[config.mk]
export PLATFORM = sky130hd
export DESIGN_NAME = differential_drive_motion_controller
export DESIGN_NICKNAME = d
export VERILOG_FILES = /design/src/sv/ddmc_pkg.sv /design/src/sv/ddmc_regs.sv /design/src/sv/ddmc_core.sv /design/src/sv/differential_drive_motion_controller.sv
export SDC_FILE = /design/constraint.sdc
export NUM_CORES = 1
export LEC_CHECK = 0
export BUFFER_PORTS_ARGS = -buffer_cell sky130_fd_sc_hd__buf_2
export CORE_MARGIN = 4
export CORE_UTILIZATION = 39
export CTS_CLUSTER_DIAMETER = 40
export DETAILED_ROUTE_END_ITERATION = 7
export SYNTH_ARGS = -nofsm -noshare
export SYNTH_HDL_FRONTEND = slang
export SYNTH_SLANG_ARGS = --single-unit
export TNS_END_PERCENT = 50
[constraint.sdc]
create_clock -name clk -period 9.3 [get_ports clk]
set_clock_uncertainty 0.2 [all_clocks]
set_input_delay 0.465 -clock clk [delete_from_list [all_inputs] [get_ports clk]]
set_output_delay 0.465 -clock clk [all_outputs]
set_load 0.05 [all_outputs]
[src/sv/ddmc_pkg.sv]
`timescale 1ns / 1ps

package ddmc_pkg;

  localparam int PADDR_W = 4;
  localparam int PDATA_W = 32;

  typedef enum logic [1:0] {
    CMD_TICK       = 2'd0,
    CMD_LEFT_EDGE  = 2'd1,
    CMD_RIGHT_EDGE = 2'd2,
    CMD_SAMPLE     = 2'd3
  } cmd_t;

  typedef enum logic [1:0] {
    REG_PULSE_MAX     = 2'd0,
    REG_PULSE_MIN     = 2'd1,
    REG_REVERSE_EDGES = 2'd2,
    REG_TURN_EDGES    = 2'd3
  } reg_idx_t;

  localparam logic [3:0] DRV_FWD = 4'd5;
  localparam logic [3:0] DRV_REV = 4'd10;
  localparam logic [3:0] DRV_ACW = 4'd9;
  localparam logic [3:0] DRV_CW  = 4'd6;

  localparam logic [15:0] PULSE_MAX_RESET     = 16'h3000;
  localparam logic [15:0] PULSE_MIN_RESET     = 16'h1000;
  localparam logic [7:0]  REVERSE_EDGES_RESET = 8'd200;
  localparam logic [7:0]  TURN_EDGES_RESET    = 8'd100;
  localparam logic [15:0] WIDTH_RESET         = 16'h2000;

  typedef struct packed {
    cmd_t        command;
    logic [15:0] capture_time;
    logic [1:0]  bumpers;
    logic [1:0]  infrared;
  } req_t;

  typedef struct packed {
    logic [3:0]  motor_drive;
    logic [15:0] left_pulse_width;
    logic [15:0] right_pulse_width;
    logic        busy_res;
  } rsp_t;

  typedef struct packed {
    logic [15:0] pulse_max;
    logic [15:0] pulse_min;
    logic [7:0]  reverse_edges;
    logic [7:0]  turn_edges;
  } cfg_t;

endpackage

[src/sv/ddmc_regs.sv]
`timescale 1ns / 1ps

module ddmc_regs import ddmc_pkg::*; (
  input  logic               clk,
  input  logic               rst,
  input  logic               psel,
  input  logic               penable,
  input  logic               pwrite,
  input  logic [PADDR_W-1:0] paddr,
  input  logic [PDATA_W-1:0] pwdata,
  output logic [PDATA_W-1:0] prdata,
  output logic               pready,
  output cfg_t               cfg
);

  logic     wr_en;
  reg_idx_t idx;

  assign pready = 1'b1;
  assign wr_en  = psel && penable && pwrite;
  assign idx    = reg_idx_t'(paddr[3:2]);

  always_ff @(posedge clk) begin
    if (rst) begin
      cfg.pulse_max     <= PULSE_MAX_RESET;
      cfg.pulse_min     <= PULSE_MIN_RESET;
      cfg.reverse_edges <= REVERSE_EDGES_RESET;
      cfg.turn_edges    <= TURN_EDGES_RESET;
    end else if (wr_en) begin
      unique case (idx)
        REG_PULSE_MAX:     cfg.pulse_max     <= pwdata[15:0];
        REG_PULSE_MIN:     cfg.pulse_min     <= pwdata[15:0];
        REG_REVERSE_EDGES: cfg.reverse_edges <= pwdata[7:0];
        REG_TURN_EDGES:    cfg.turn_edges    <= pwdata[7:0];
      endcase
    end
  end

  always_comb begin
    unique case (idx)
      REG_PULSE_MAX:     prdata = {16'd0, cfg.pulse_max};
      REG_PULSE_MIN:     prdata = {16'd0, cfg.pulse_min};
      REG_REVERSE_EDGES: prdata = {24'd0, cfg.reverse_edges};
      REG_TURN_EDGES:    prdata = {24'd0, cfg.turn_edges};
    endcase
  end

endmodule

[src/sv/ddmc_core.sv]
`timescale 1ns / 1ps

module ddmc_core import ddmc_pkg::*; (
  input  logic clk,
  input  logic rst,
  input  logic en,
  input  req_t item,
  input  cfg_t cfg,
  output rsp_t result
);

  typedef enum logic [1:0] {
    PH_IDLE    = 2'd0,
    PH_REVERSE = 2'd1,
    PH_TURN    = 2'd2
  } phase_t;

  logic [15:0] last_left, last_left_next;
  logic [15:0] last_right, last_right_next;
  logic [15:0] left_period, left_period_next;
  logic [15:0] right_period, right_period_next;
  logic [15:0] left_width, left_width_next;
  logic [15:0] right_width, right_width_next;
  logic [7:0]  edges_left, edges_left_next;
  phase_t      phase, phase_next;
  logic        turn_clockwise, turn_clockwise_next;

  phase_t      ph_pre;
  logic [7:0]  ed_pre;
  logic        left_grows;
  logic [15:0] diff, grow_w, shrink_w, grow_new, shrink_new;
  logic [16:0] sum;
  logic        busy;

  // wheel balance: widen the shorter-period side, narrow the other; past pulse_max they take pulse_max and pulse_min
  always_comb begin
    left_grows = right_period > left_period;
    diff       = left_grows ? (right_period - left_period) : (left_period - right_period);
    grow_w     = left_grows ? left_width : right_width;
    shrink_w   = left_grows ? right_width : left_width;
    sum        = {1'b0, grow_w} + {1'b0, diff};
    if (sum > {1'b0, cfg.pulse_max}) begin
      grow_new   = cfg.pulse_max;
      shrink_new = cfg.pulse_min;
    end else begin
      grow_new   = sum[15:0];
      shrink_new = (shrink_w > diff) ? (shrink_w - diff) : 16'd0;
    end
  end

  always_comb begin
    last_left_next      = last_left;
    last_right_next     = last_right;
    left_period_next    = left_period;
    right_period_next   = right_period;
    left_width_next     = left_width;
    right_width_next    = right_width;
    turn_clockwise_next = turn_clockwise;
    ph_pre              = phase;
    ed_pre              = edges_left;

    unique case (item.command)
      CMD_TICK: begin
        if (right_period != left_period) begin
          if (left_grows) begin
            left_width_next  = grow_new;
            right_width_next = shrink_new;
          end else begin
            right_width_next = grow_new;
            left_width_next  = shrink_new;
          end
        end
      end
      CMD_LEFT_EDGE: begin
        left_period_next = item.capture_time - last_left;
        last_left_next   = item.capture_time;
        if (edges_left != 8'd0) ed_pre = edges_left - 8'd1;
      end
      CMD_RIGHT_EDGE: begin
        right_period_next = item.capture_time - last_right;
        last_right_next   = item.capture_time;
        if (edges_left != 8'd0) ed_pre = edges_left - 8'd1;
      end
      CMD_SAMPLE: begin
        if (phase != PH_REVERSE && phase != PH_TURN) begin
          ph_pre = PH_IDLE;
          if (item.bumpers != 2'b00) begin
            turn_clockwise_next = !item.bumpers[1];
            ph_pre              = PH_REVERSE;
            ed_pre              = cfg.reverse_edges;
          end else if (item.infrared == 2'b01 || item.infrared == 2'b10) begin
            turn_clockwise_next = item.infrared[1];
            ph_pre              = PH_TURN;
            ed_pre              = cfg.turn_edges;
          end
        end
      end
    endcase

    // phases whose edge count has run out advance at once
    phase_next      = ph_pre;
    edges_left_next = ed_pre;
    if (phase_next == PH_REVERSE && edges_left_next == 8'd0) begin
      phase_next      = PH_TURN;
      edges_left_next = cfg.turn_edges;
    end
    if (phase_next == PH_TURN && edges_left_next == 8'd0) begin
      phase_next = PH_IDLE;
    end
  end

  always_comb begin
    busy = (phase_next == PH_REVERSE) || (phase_next == PH_TURN);
    priority if (phase_next == PH_REVERSE) begin
      result.motor_drive = DRV_REV;
    end else if (phase_next == PH_TURN) begin
      result.motor_drive = turn_clockwise_next ? DRV_CW : DRV_ACW;
    end else begin
      result.motor_drive = DRV_FWD;
    end
    result.left_pulse_width  = left_width_next;
    result.right_pulse_width = right_width_next;
    result.busy_res          = busy;
  end

  always_ff @(posedge clk) begin
    if (rst) begin
      last_left      <= 16'd0;
      last_right     <= 16'd0;
      left_period    <= 16'd0;
      right_period   <= 16'd0;
      left_width     <= WIDTH_RESET;
      right_width    <= WIDTH_RESET;
      edges_left     <= 8'd0;
      phase          <= PH_IDLE;
      turn_clockwise <= 1'b0;
    end else if (en) begin
      last_left      <= last_left_next;
      last_right     <= last_right_next;
      left_period    <= left_period_next;
      right_period   <= right_period_next;
      left_width     <= left_width_next;
      right_width    <= right_width_next;
      edges_left     <= edges_left_next;
      phase          <= phase_next;
      turn_clockwise <= turn_clockwise_next;
    end
  end

endmodule

[src/sv/differential_drive_motion_controller.sv]
`timescale 1ns / 1ps
// a request is registered in the input stage on acceptance, and its response is registered
// in rsp when the stage advances, which waits while an unaccepted response is held
// throughput: one request per cycle while rsp_ready holds; the state update is one registered pass
// set by the input stage and the single core pass that reads the stored state
// reset: synchronous active-high rst empties both stages, idles the drive,
// sets both pulse widths to 8192 and loads the register defaults

module differential_drive_motion_controller import ddmc_pkg::*; (
  input  logic               clk,
  input  logic               rst,
  input  logic               psel,
  input  logic               penable,
  input  logic               pwrite,
  input  logic [PADDR_W-1:0] paddr,
  input  logic [PDATA_W-1:0] pwdata,
  output logic [PDATA_W-1:0] prdata,
  output logic               pready,
  input  logic               req_valid,
  output logic               req_ready,
  input  req_t               req,
  output logic               rsp_valid,
  input  logic               rsp_ready,
  output rsp_t               rsp
);

  cfg_t cfg;
  req_t stage;
  logic stage_vld;
  logic advance;
  rsp_t result;

  ddmc_regs u_regs (
    .clk     (clk),
    .rst     (rst),
    .psel    (psel),
    .penable (penable),
    .pwrite  (pwrite),
    .paddr   (paddr),
    .pwdata  (pwdata),
    .prdata  (prdata),
    .pready  (pready),
    .cfg     (cfg)
  );

  ddmc_core u_core (
    .clk    (clk),
    .rst    (rst),
    .en     (advance),
    .item   (stage),
    .cfg    (cfg),
    .result (result)
  );

  assign advance   = stage_vld && (!rsp_valid || rsp_ready);
  assign req_ready = !stage_vld || advance;

  always_ff @(posedge clk) begin
    if (rst) begin
      stage_vld <= 1'b0;
      rsp_valid <= 1'b0;
    end else begin
      if (req_ready) stage_vld <= req_valid;
      if (advance) begin
        rsp_valid <= 1'b1;
      end else if (rsp_ready) begin
        rsp_valid <= 1'b0;
      end
    end
  end

  always_ff @(posedge clk) begin
    if (req_valid && req_ready) stage <= req;
    if (advance) rsp <= result;
  end

`ifndef SYNTH
  a_busy_matches_drive: assert property (@(posedge clk) disable iff (rst)
    rsp_valid |-> (rsp.busy_res == (rsp.motor_drive != DRV_FWD)))
    else $error("busy flag disagrees with motor drive");

  a_stage_holds: assert property (@(posedge clk) disable iff (rst)
    (stage_vld && !advance) |=> (stage_vld && $stable(stage)))
    else $error("stalled request lost from input stage");

  a_accept_fills_stage: assert property (@(posedge clk) disable iff (rst)
    (req_valid && req_ready) |=> stage_vld)
    else $error("accepted request not held in input stage");

  a_advance_shows_rsp: assert property (@(posedge clk) disable iff (rst)
    advance |=> rsp_valid)
    else $error("processed request gave no response");
`endif

endmodule

==> results.cfg, run 1 <==
[timing]
period_needed_ps = 8750
period_share = 0.941
slew_headroom = 0.273
final-hold-violation-count = 0
tightest_slew_ps = 1090
setup-violations-final = 0
rsz0062_at_grt = no
drv_slew = 0
fin_hold_ws_ps = 18.7
max_freq_mhz = 114
finalSetupTns_ps = 0

[global_route]
grt_max_degree = 104
grt_pass1_vias = 12200
grt-ovfl-total = 0
grt_usage = 0.196
grt_pass1_wl_um = 66000
antenna_found_initial = 0

[synthesis]
async_reset_ff_frac = 0
ys_ff_latch = 216
yosysUniqueCellTypes = 93
synth_edf_count = 59
syn_inst = 1829
ys_warn_count = 0
synthFlopType = dfxtp_1
avgSynthCellArea_um2 = 8.14
syn_area_mm2 = 0.0149
synth_seq_area_share = 0.330

[power_and_ir_drop]
p_leak_uw = 0.00703
ir_drop_uv = 198
power_density_mw_per_mm2 = 244

[clock_tree]
clk-insertion-delay-late_ps = 550
postCtsSetupBuffers = 0
cts_tree = done
clk_pin_slew_ps = 50
cts_num_sinks = 216
cts_inserted_buffers = 36
cts_buffer_depth = 3
cts_root_buffer = clkbuf_16
cts_repair_resize_count = 0
h-tree-depth = 2

[finish]
fill_cells = 3792
nets = 2107
insertedDiodeCount = 0
layout-drive-gt1-share = 0.127
area_growth_pct = 16.1

[route]
routedWlPerCell_um = 16.8
vias = 13000
drt_drc_violations_left = 0
ant_nets = 0
drtIter0Drc = 852
drt_pre_antenna_iters = 5
drt-total-wl_um = 41500
via_per_inst = 5.27

[flow_run]
maxCapViolations = 0

[setup_path]
cp.arrival_ps = 8880
r2r_start = u_core.right_period[13]$_SDFFE_PP0P_
cp-start-kind = flop
cp.required_ps = 9430
cp_max_fo = 14
slowest_delay_ps = 450
crit_path_start = u_core.right_period[13]$_SDFFE_PP0P_
crit_slowest_cell = ha_1
cp-end-kind = flop
path_common_cell = o21ai_0
critical_path_class = flop to flop

[place]
dp_hpwl_um = 31000
io_buffers = 101
place_congestion = 0.906

[floorplan]
initial_core_util = 0.395
rows = 71
core_region_area_mm2 = 0.0377
io_pins = 137
dieArea_mm2 = 0.0414
die_y_um = 203
die_w_um = 203

[min_path]
hold_path.startpoint = pwdata[7]
hold_class = primary input to flop

[outcome]
status = completed
final timing paths:
kind         cells after the start  slack, ps                                 to
max                             35        550                  rsp[20]$_DFFE_PP_
min                              2         20        u_regs.cfg[15]$_SDFFE_PP1P_
max reg2reg                     35        550                  rsp[20]$_DFFE_PP_
min reg2reg                      2        250  u_core.last_left[14]$_SDFFE_PP0P_
layout by cell type (no fill, tap or decap), types with 12 or more instances in the layout:
cell	Yosys	layout
mux2i_1	44	44
mux2_2	21	21
nand2_1	336	335
ha_1	112	112
dfxtp_1	157	157
nor2b_1	21	21
buf_4	17	19
a22o_1	12	12
clkbuf_16	0	36
a211o_1	13	13
nand3_1	22	22
xor2_1	25	25
o21ai_1	43	42
a21o_1	25	25
nand4_1	13	13
conb_1	2	17
o21ai_0	67	67
edfxtp_1	59	59
nand3b_1	27	27
a21oi_1	177	177
nor2_1	115	115
xnor2_1	31	31
nor3_1	33	32
a211oi_1	14	14
inv_1	133	132
dlygate4sd3_1	0	38
buf_2	13	100
cell type report:
type	count	area, um2	area share
clock buffers	43	947	0.0548
clock inverters	22	243	0.0140
inverters	133	499	0.0289
multi-input cells	1379	9000	0.521
flip-flops and latches	216	4910	0.284
well taps	511	639	0.0370
repair buffers	158	1040	0.0604
routing by layer:
| layer | up-vias | global-route usage | part of all wire |
|---|---|---|---|
| li1 | 6551 | - | - |
| met1 | 6060 | 0.275 | 0.47 |
| met2 | 306 | 0.313 | 0.45 |
| met3 | 66 | 0.0359 | 0.059 |
| met4 | 0 | 0.0525 | 0.021 |
| met5 | - | 0 | 0 |
registers in the layout, indices dropped and copies added (netlist names), 8 cells and up:
name and flops:
u_core.last_left 16, u_core.right_width 16, u_regs.cfg 48, u_core.right_period 16, u_core.left_period 16, rsp 37, stage 22, u_core.last_right 16
u_core.edges_left 8, u_core.left_width 16
cells in the mapped netlist (12+ instances only):
| library cell | instances | area [um2] |
|---|---|---|
| a211o_1 | 13 | 114 |
| a211oi_1 | 14 | 105 |
| a21o_1 | 25 | 188 |
| a21oi_1 | 177 | 886 |
| a22o_1 | 12 | 105 |
| buf_2 | 13 | 65.1 |
| buf_4 | 17 | 128 |
| clkbuf_1 | 72 | 270 |
| dfxtp_1 | 157 | 3140 |
| edfxtp_1 | 59 | 1770 |
| ha_1 | 112 | 1400 |
| inv_1 | 133 | 499 |
| mux2_2 | 21 | 236 |
| mux2i_1 | 44 | 440 |
| nand2_1 | 336 | 1260 |
| nand3_1 | 22 | 110 |
| nand3b_1 | 27 | 203 |
| nand4_1 | 13 | 81.3 |
| nor2_1 | 115 | 432 |
| nor2b_1 | 21 | 131 |
| nor3_1 | 33 | 165 |
| o21ai_0 | 67 | 335 |
| o21ai_1 | 43 | 215 |
| xnor2_1 | 31 | 272 |
| xor2_1 | 25 | 219 |
metrics by stage:
stage               utilization  instance area, um2  setup WS, ps  power (uW)  cells
CTS                       0.459               17300           584        4240   2462
detailed placement        0.417               15700           625        2890   2359
global placement          0.417               15700           727        2880   2359
finish                    0.459               17300           552        4220   2462
global route              0.459               17300          1.67        4460   2462
floorplan                     -               14900          1800        2430   1844
power by group:
part           internal [uW]  switching [uW]
combinational            665            1190
sequential              1020            31.5
clock                    805             508
total                   2490            1730
cells by family after synthesis:
group                      share of synthesized area
AOI/OAI and AO/OA                              0.207
DFF                                            0.330
other                                       0.000504
adders and majority gates                      0.105
buffers and inverters                         0.0703
and+or+nand+nor                                0.190
muxes                                         0.0634
xor gates and xnor gates                      0.0340
what timing repair did:
item | 4_1_cts | 5_1_grt
endpoints found under the hold margin | 50 | 0
setup endpoints to repair | 0 | 0
hold buffers | 38 | 0
critical path, delay by kind of cell, from the launching register on:
family                   cells  cell delay, ps
buffers and inverters        3             450
AND/OR/NAND/NOR              2             420
adder cells (fa/ha/maj)      3            1060
flip-flops                   1             360
multiplexers                 1             350
AO/OA/AOI/OAI               24            5240
XOR/XNOR                     2             450
Note: power is estimated with default switching activity, not from simulation.
==> run 2: changes to the inputs <==
- REMOVE_ABC_BUFFERS: not set -> 1
==> results.cfg, run 2 (same netlist as run 1, synthesis figures left out) <==
[route]
drtIter0Drc = 840
vias = 13000
ant_nets = 0
via_per_inst = 5.29
routedWlPerCell_um = 16.6
drt-total-wl_um = 40900
drt_pre_antenna_iters = 5
drt_drc_violations_left = 0

[global_route]
grt_pass1_vias = 12500
grt-ovfl-total = 0
grt_usage = 0.193
antenna_found_initial = 0
grt_max_degree = 96
grt_pass1_wl_um = 66000

[power_and_ir_drop]
combPwrFrac = 0.432
power_density_mw_per_mm2 = 243
p_sw_frac = 0.395
p_leak_uw = 0.00704
p_switching_uw = 1660
p_seq_frac = 0.250
ir_drop_uv = 260
power.internal_uw = 2540
clkPwrFrac = 0.318

[floorplan]
die_y_um = 203
dieArea_mm2 = 0.0414
rows = 71
io_pins = 137
die_w_um = 203
core_region_area_mm2 = 0.0377
initial_core_util = 0.395

[setup_path]
critical_path_class = flop to flop
cp.arrival_ps = 8610
cp.required_ps = 9470
crit_slowest_cell = fa_1
slowest_delay_ps = 450
cp-start-kind = flop
rrSetupSlack_ps = 860
cp-end-kind = flop
r2r_cells = 36
path_common_cell = o21ai_0
cp_max_fo = 9

[timing]
drv_slew = 0
final-hold-violation-count = 0
period_needed_ps = 8440
setup-violations-final = 0
max_freq_mhz = 118
setup_ws_ps = 857
finalSetupTns_ps = 0
rsz0062_at_grt = no
period_share = 0.908
tightest_slew_ps = 1100
slew_headroom = 0.269

[place]
dp_hpwl_um = 30100
dp.cells = 2361
pre_cts_slack_ps = 541
place_congestion = 0.925
io_buffers = 101

[finish]
final_cell_mix = 335 x nand2_1, 177 x a21oi_1, 157 x dfxtp_1, 132 x inv_1, 115 x nor2_1
stdcell_count = 2461
insertedDiodeCount = 0
largest_reg_flops = 48
nets = 2106
largest_register = u_regs.cfg
layout-drive-gt1-share = 0.129
reg_top3 = u_regs.cfg: 48 flops, rsp: 37 flops, stage: 22 flops
area_growth_pct = 16.2
final_common_cell = nand2_1

[min_path]
hold_class = primary input to flop
holdPathStages = 3

[flow_run]
maxCapViolations = 0

[clock_tree]
h-tree-depth = 2
cts_buffer_depth = 3
clk-insertion-delay-late_ps = 530
clk_pin_slew_ps = 50
cts_num_sinks = 216
cts_root_buffer = clkbuf_16
postCtsSetupBuffers = 0
cts_inserted_buffers = 36
cts_tree = done

[outcome]
status = completed
[run 2: final timing paths]
kind                                  startpoint                                to
min                                    pwdata[4]       u_regs.cfg[36]$_SDFFE_PP0P_
min reg2reg     u_core.last_left[6]$_SDFFE_PP0P_  u_core.last_left[6]$_SDFFE_PP0P_
max reg2reg  u_core.right_period[0]$_SDFFE_PP0P_                 rsp[24]$_DFFE_PP_
max          u_core.right_period[0]$_SDFFE_PP0P_                 rsp[24]$_DFFE_PP_
[run 2: metal layers]
layer | global-route usage | part of all wire
met1 | 0.256 | 0.45
met2 | 0.323 | 0.47
met3 | 0.0269 | 0.045
met4 | 0.0708 | 0.033
met5 | 0 | 0
[run 2: stage by stage]
step / hold WS [ps] / util / power, uW / cell area (um2)
after floorplan: 226 / - / 2350 / 14400
after global placement: 242 / 0.417 / 2820 / 15700
after detailed placement: 247 / 0.417 / 2850 / 15700
after CTS: 1.24 / 0.459 / 4220 / 17300
after global routing: 20.7 / 0.460 / 4470 / 17300
final: 15.5 / 0.460 / 4200 / 17300
[run 2: what timing repair did]
item | CTS | global route
hold endpoints to repair | 43 | 0
resized for setup | 0 | 4
setup endpoints to repair | 0 | 64
hold buffers | 35 | 0
[run 2: critical path: cells and delay by family (launching register included)]
family	cells	cell delay, ps
fa+ha+maj	4	1230
simple gates	1	100
xor+xnor	2	440
buf+inv	3	370
flops	1	320
mux	2	580
compound gates	24	5020
[run 2: cell type report]
cell class	instances	area, um2
sequential	216	4910
fill	3726	20400
inverter	133	499
multi-input combinational	1379	9010
timing repair buffer	157	1020
clock inverter	16	173
tap	511	639
clock buffer	49	1050
[run 2: power by group through the flow]
stage	combinational (uW)	clock, uW	sequential [uW]
3_3_place_gp	1750	0	1070
3_5_place_dp	1780	0	1070
5_1_grt	2010	1410	1050
4_1_cts	1800	1370	1050
2_1_floorplan	1250	0	1110
6_report	1810	1340	1050
==> run 3: changes to the inputs <==
- CELL_PAD_IN_SITES_DETAIL_PLACEMENT: not set -> 1
- CELL_PAD_IN_SITES_GLOBAL_PLACEMENT: not set -> 1
- PLACE_DENSITY_LB_ADDON: not set -> 0.1
- RECOVER_POWER: not set -> 50
- SLEW_MARGIN: not set -> 10
==> results.cfg, run 3 (same netlist as run 1, synthesis figures left out) <==
[global_route]
antenna_found_initial = 1
grt-ovfl-total = 0
grt_pass1_wl_um = 73600
grt_pass1_vias = 13600
grt_max_degree = 82
grt_usage = 0.219

[place]
place_congestion = 0.920
dp.cells = 2358
dp_hpwl_um = 34200
io_buffers = 101

[floorplan]
die_y_um = 203
initial_core_util = 0.395
core_region_area_mm2 = 0.0377
rows = 71
dieArea_mm2 = 0.0414
io_pins = 137
die_w_um = 203

[power_and_ir_drop]
fin_total_pwr_uw = 4460
ir_drop_uv = 194
p_leak_uw = 0.00698
power_density_mw_per_mm2 = 255

[timing]
rsz0062_at_grt = yes
final-hold-violation-count = 0
period_needed_ps = 8940
fin_hold_ws_ps = 250
slew_headroom = -1.42
period_share = 0.961
drv_slew = 258
tightest_slew_ps = 3640
setup-violations-final = 0
max_freq_mhz = 112

[finish]
final_common_cell = nand2_1
area_growth_pct = 17.3
nets = 2115
reg_top3 = u_regs.cfg: 48 flops, rsp: 37 flops, stage: 22 flops
insertedDiodeCount = 0
fin_util = 0.464
stdcell_count = 2476
final_cell_mix = 335 x nand2_1, 176 x a21oi_1, 157 x dfxtp_1, 132 x inv_1, 115 x nor2_1
largest_register = u_regs.cfg
layout-drive-gt1-share = 0.107
largest_reg_flops = 48

[setup_path]
cp_max_fo = 10
path_common_cell = o21ai_0
cp-start-kind = flop
slowest_delay_ps = 470
cp.required_ps = 9460
cp.arrival_ps = 9100
crit_slowest_cell = a2111oi_0
cp-end-kind = flop
critical_path_class = flop to flop

[clock_tree]
cts_buffer_depth = 3
h-tree-depth = 2
cts_tree = done
cts_root_buffer = clkbuf_16
cts_num_sinks = 216
clk-insertion-delay-late_ps = 560
cts_inserted_buffers = 43
clk_pin_slew_ps = 50

[route]
drt_pre_antenna_iters = 5
via_per_inst = 5.34
routedWlPerCell_um = 18.7
drtIter0Drc = 646
ant_nets = 0
drt-total-wl_um = 46200
vias = 13200
drt_drc_violations_left = 0

[outcome]
violations = max-capacitance violations, max-slew violations
status = finished with violations

[flow_run]
maxCapViolations = 5

[min_path]
hold_class = flop to flop
-- run 3: cell count changes in the layout (fill, tap and decap cells not counted), moves of 2 or more --
cell           delta
buf_2            -48
buf_4             -8
clkbuf_1         +50
clkbuf_16         +4
clkinv_1          +2
clkinv_4          +4
dlygate4sd3_1     +5
inv_4             +2
inv_6             +5
-- run 3: final timing paths --
| kind | end | slack [ps] | from | cells after the start |
|---|---|---|---|---|
| worst max-delay path | rsp[10]$_DFFE_PP_ | 360 | u_core.right_period[0]$_SDFFE_PP0P_ | 36 |
| worst min-delay path | u_core.last_left[2]$_SDFFE_PP0P_ | 250 | u_core.last_left[2]$_SDFFE_PP0P_ | 2 |
| worst max register to register | rsp[10]$_DFFE_PP_ | 360 | u_core.right_period[0]$_SDFFE_PP0P_ | 36 |
| worst min register to register | u_core.last_left[2]$_SDFFE_PP0P_ | 250 | u_core.last_left[2]$_SDFFE_PP0P_ | 2 |
-- run 3: layout make-up --
type,count,area (um2)
fill,4536,20200
multi-input combinational,1379,9010
sequential,216,4910
clock buffer,50,1130
timing repair buffer,159,981
tap,511,639
inverter,133,499
clock inverter,28,297
-- run 3: through the flow --
step           cell area, um2  setup WS [ps]  TNS (ps)
6_report                17500            360         0
3_5_place_dp            15700            490         0
5_1_grt                 17500          -9.91     -9.91
4_1_cts                 17500            449         0
3_3_place_gp            15700            700         0
2_1_floorplan           14400           1070         0
-- run 3: what timing repair did --
action                     in CTS  in global routing
hold endpoints to repair       68                  0
hold buffers                   40                  0
setup endpoints to repair       0                 13
resized for setup               0                  4
setup buffers                   0                  0
-- run 3: per-layer routing --
| layer | vias up | share of wire | track usage |
|---|---|---|---|
| li1 | 6574 | - | - |
| met1 | 6388 | 0.45 | 0.283 |
| met2 | 201 | 0.49 | 0.387 |
| met3 | 58 | 0.034 | 0.0331 |
| met4 | 0 | 0.021 | 0.0540 |
| met5 | - | 0 | 0 |
-- run 3: critical path: cells and delay by family, from the launching register on --
| kind | cells | cell delay (ps) |
|---|---|---|
| AOI/OAI and AO/OA | 24 | 5570 |
| buffers and inverters | 3 | 390 |
| xor gates and xnor gates | 2 | 540 |
| and+or+nand+nor | 2 | 170 |
| muxes | 1 | 280 |
| adders and majority gates | 4 | 1260 |
| DFF | 1 | 320 |
-- run 3: report_power, final --
group / internal (uW) / switching [uW] / leakage, uW
clock: 974 / 554 / 0.000700
sequential: 1020 / 33.3 / 0.00184
combinational: 656 / 1220 / 0.00444
